--- src/sv/tae_div.sv ---
// Shared restoring divider, one quotient bit per cycle, 96-bit dividend, zero divisor gives zero.
`timescale 1ns / 1ps
module tae_div (
  input  logic        clk,
  input  logic        rst,
  input  logic        start,
  input  logic [95:0] dividend,
  input  logic [63:0] divisor,
  output logic        done,
  output logic [95:0] quotient
);
  logic [95:0] num;
  logic [63:0] den;
  logic [64:0] rem;
  logic [6:0]  cnt;
  logic        busy;
  logic [64:0] trial;
  logic [64:0] diff;

  always_comb begin
    trial = {rem[63:0], num[95]};
    diff = trial - {1'b0, den};
  end

  always_ff @(posedge clk) begin
    if (rst) begin
      busy <= 1'b0;
      done <= 1'b0;
      cnt <= '0;
    end else begin
      done <= 1'b0;
      if (start) begin
        busy <= 1'b1;
        num <= dividend;
        den <= divisor;
        rem <= '0;
        cnt <= 7'd96;
        quotient <= '0;
      end else if (busy) begin
        if (den == '0) begin
          busy <= 1'b0;
          done <= 1'b1;
          quotient <= '0;
        end else begin
          num <= {num[94:0], 1'b0};
          if (!diff[64]) begin
            rem <= diff;
            quotient <= {quotient[94:0], 1'b1};
          end else begin
            rem <= trial;
            quotient <= {quotient[94:0], 1'b0};
          end
          cnt <= cnt - 7'd1;
          if (cnt == 7'd1) begin
            busy <= 1'b0;
            done <= 1'b1;
          end
        end
      end
    end
  end
endmodule

--- config.mk ---
export PLATFORM = sky130hd
export DESIGN_NAME = tae_div
export DESIGN_NICKNAME = d
export VERILOG_FILES = /design/src/sv/tae_div.sv
export SDC_FILE = /design/constraint.sdc
export NUM_CORES = 1
export LEC_CHECK = 0
export BUFFER_PORTS_ARGS = -buffer_cell sky130_fd_sc_hd__buf_4
export CORE_ASPECT_RATIO = 0.9
export CORE_MARGIN = 2
export CORE_UTILIZATION = 40
export DETAILED_ROUTE_END_ITERATION = 12
export SLEW_MARGIN = 5
export SYNTH_ARGS = -nofsm -noshare
export SYNTH_HDL_FRONTEND = slang
export SYNTH_SLANG_ARGS = --single-unit
export TNS_END_PERCENT = 50
--- constraint.sdc ---
create_clock -name clk -period 22.5 [get_ports clk]
set_input_delay 0 -clock clk [delete_from_list [all_inputs] [get_ports clk]]
set_output_delay 0 -clock clk [all_outputs]
set_load 0.05 [all_outputs]
==> impl_metrics.toml <==
[clock_network]
clock_path_buffers = 3
cts-htree-levels = 2
tritoncts = "done"
clockRootBuffer = "clkbuf_16"
clkLatencyLatePin_ns = 0.55
cts_setup_buffers = 0
cts.sinks = 329
cts_buffers = 37
clk_pin_slew_ns = 0.06

[route]
wl_per_cell_um = 18.7
drt_first_pass_iters = 5
route.detailed.drc = 0
drtIter0Drc = 1047
ant_nets = 0
drt-vias-per-instance = 5.29
vias = 12700
drt-total-wl_um = 45000

[global_route]
grt_max_degree = 96
grt.overflow.total = 0
gr-usage-all-layers_pct = 20.2
antenna_found_initial = 1
grt_pass1_vias = 12800
grt_pass1_wl_um = 71600

[logic_synthesis]
synth-seq-area-share_pct = 57.2
ys_seq_elements = 329
syn_area_um2 = 17100
synth_commonest_cells = "edfxtp_1, a21oi_1, and2_1"
syn_inst = 1433
yosysTopAreaCell = "edfxtp_1"
ys_warn_count = 0
synth_area_per_cell_um2 = 11.9
async_flop_share_pct = 0
synth_most_common_cell = "edfxtp_1"
synth_edf_count = 320
synth_cell_types = 70
yosysTopAreaCellShare_pct = 56.1
synth_nets = 1663
yosys-top-cells-area = "edfxtp_1, mux2_2, ha_1"
synthFlopType = "edfxtp_1"

[power]
comb_power_share_pct = 23.2
powerDensity_nw_per_um2 = 78.7
swShare_pct = 28.9
sequentialPowerShare_pct = 43.1
p_leak_nw = 8.81
p_sw_w = 0.000506
power_frac_clock_pct = 33.8
peakVddDrop_uv = 52.9
total_power_w = 0.00175
internal_power_w = 0.00125

[critical_path]
cp.depth = 12
cp_top_family = "compound AO/OA/AOI/OAI gates"
required_ns = 22.86
crit_slowest_cell = "nor2_4"
critPathCapture = "rem[53]$_SDFFCE_PP0P_"
crit_start = "den[53]$_DFFE_PP_"
reg2regPathDepth = 12
rr_startpoint = "den[53]$_DFFE_PP_"
critical_path_buf_inv_count = 2
rrSetupSlack_ns = 18.22
r2r-end = "rem[53]$_SDFFCE_PP0P_"
critPathMaxStageDelay_ns = 0.70
worstSetupPathType = "reg2reg"
start_kind = "register"
end_kind = "register"
crit_arrival_ns = 4.64
path_cells = "inv_1, ha_1, a21oi_1, o21a_1, a2bb2oi_1, o211ai_1, o21ai_0, a31oi_2, nor2_4, buf_4, nand2_1, o32ai_1"
path_max_fanout = 30

[placed_design]
hpwlAfterDp_um = 30300
dp.cells = 2178
place_congestion = 0.913
io_buffers = 259

[timing]
setup_viol = 0
drv_slew = 0
fmax_mhz = 234
hold_viol = 0
worst_pin_slew_ns = 1.22
fin_hold_ws_ns = 0.0565
fin_crit_sh_pct = 19.0
rsz0062_at_grt = "no"
final.setup.tns_ns = 0
skew_ns = 0.0135
relSlewSlack_pct = 18.9
finalCriticalPeriod_ns = 4.28

[floorplanning]
placementRows = 71
dieArea_um2 = 44500
fp.dieW_um = 222
start_util_pct = 40.7
dieHeight_um = 200
ios = 260
core_area_um2 = 42000

[cells_and_area]
nFillCells = 3645
post-route-util_pct = 53.0
drive_gt1_share_pct = 23.1
area_growth_pct = 30.2
final_nets = 2061
instances_no_fill = 2403

[flow_run]
maxCapViolations = 0

[status]
outcome = "complete, no violations"

[worst_hold_path]
hold_path_class = "in2reg"
worst min-delay path by stage:
stage / cells after the start / slack, ns / endpoint / from
after floorplan: 1 / 0.07 / cnt[5]$_SDFFE_PP0P_ / rst
after global placement: 1 / 0.18 / den[9]$_DFFE_PP_ / divisor[9]
after detailed placement: 1 / 0.18 / den[17]$_DFFE_PP_ / divisor[17]
after CTS: 3 / 0.05 / busy$_SDFF_PP0_ / start
after global routing: 2 / 0.10 / rem[34]$_SDFFCE_PP0P_ / start
final: 3 / 0.06 / busy$_SDFF_PP0_ / start
logic make-up after synthesis:
kind of cell	count (synthesis)	synth area share (%)
AOI/OAI and AO/OA	296	10.8
buffers and inverters	158	3.90
DFF	329	57.2
adders and majority gates	67	4.94
muxes	125	8.00
xor gates and xnor gates	49	2.51
and+or+nand+nor	409	12.7
final cells by class:
type                            instances  area (um2)  share of cell area (%)
Inverter                               88         330                    1.48
Multi-Input combinational cell        946        6690                    30.0
Timing Repair Buffer                  429        3630                    16.3
Clock buffer                           48        1010                    4.52
Tap cell                              547         684                    3.07
Antenna cell                            1        2.50                  0.0112
Sequential cell                       329        9790                    43.9
Clock inverter                         15         151                   0.679
cell usage in the layout (no fill, tap or decap), drive strengths merged, types with 6 or more instances in the layout:
master	synthesis	final
a31oi	8	8
nand3	11	11
a211oi	8	8
edfxtp	320	320
and2	98	98
a2111oi	6	6
nor3	16	16
xnor2	27	27
o21bai	12	12
nor4	24	24
mux2i	30	30
a21oi	109	109
or3	8	8
o21ai	62	62
mux2	95	95
nand2	84	84
nor2	91	91
dlygate4sd3	0	161
nand3b	9	9
buf	34	268
inv	87	89
nor2b	9	9
clkinv	1	10
or4	6	6
o21a	18	18
dfxtp	9	9
nand4	39	39
clkbuf	36	48
a22o	6	6
ha	66	66
o211ai	10	10
a21o	25	25
xor2	22	22
flip-flops by register name, indices dropped and copies added, names as in the netlist:
| signal | cells |
|---|---|
| quotient | 96 |
| cnt | 7 |
| num | 96 |
| done | 1 |
| busy | 1 |
| rem | 64 |
| den | 64 |
per-layer routing:
| metal | vias to the layer above | global-route usage, % | wire, um |
|---|---|---|---|
| li1 | 6108 | - | - |
| met1 | 6170 | 28.7 | 21100 |
| met2 | 367 | 31.7 | 20500 |
| met3 | 68 | 3.45 | 2410 |
| met4 | 0 | 5.77 | 986 |
| met5 | - | 0 | 0 |
power groups by stage:
stage               Clock (W)  Sequential [W]  Combinational, W
floorplan                   0        0.000800          0.000244
global placement            0        0.000766          0.000377
detailed placement          0        0.000767          0.000379
CTS                  0.000613        0.000755          0.000405
global route         0.000637        0.000760          0.000445
finish               0.000593        0.000755          0.000406
worst register-to-register path: cells and delay by family, from the launching register on:
| family | cells | cell delay [ns] |
|---|---|---|
| AOI/OAI and AO/OA | 7 | 1.72 |
| and+or+nand+nor | 2 | 0.94 |
| buffers and inverters | 2 | 0.64 |
| adders and majority gates | 1 | 0.41 |
| DFF | 1 | 0.39 |
repair_timing:
action | in CTS | in global routing
hold buffers | 161 | 0
resized for setup | 0 | 0
endpoints found under the hold margin | 171 | 0
stage by stage:
step / setup slack [ns] / cell area [um2]
floorplan: 14.17 / 17100
global placement: 18.28 / 19500
detailed placement: 18.19 / 19500
CTS: 18.18 / 22300
global route: 17.91 / 22300
finish: 18.22 / 22300
No activity file was read; power rests on OpenSTA's default activity.
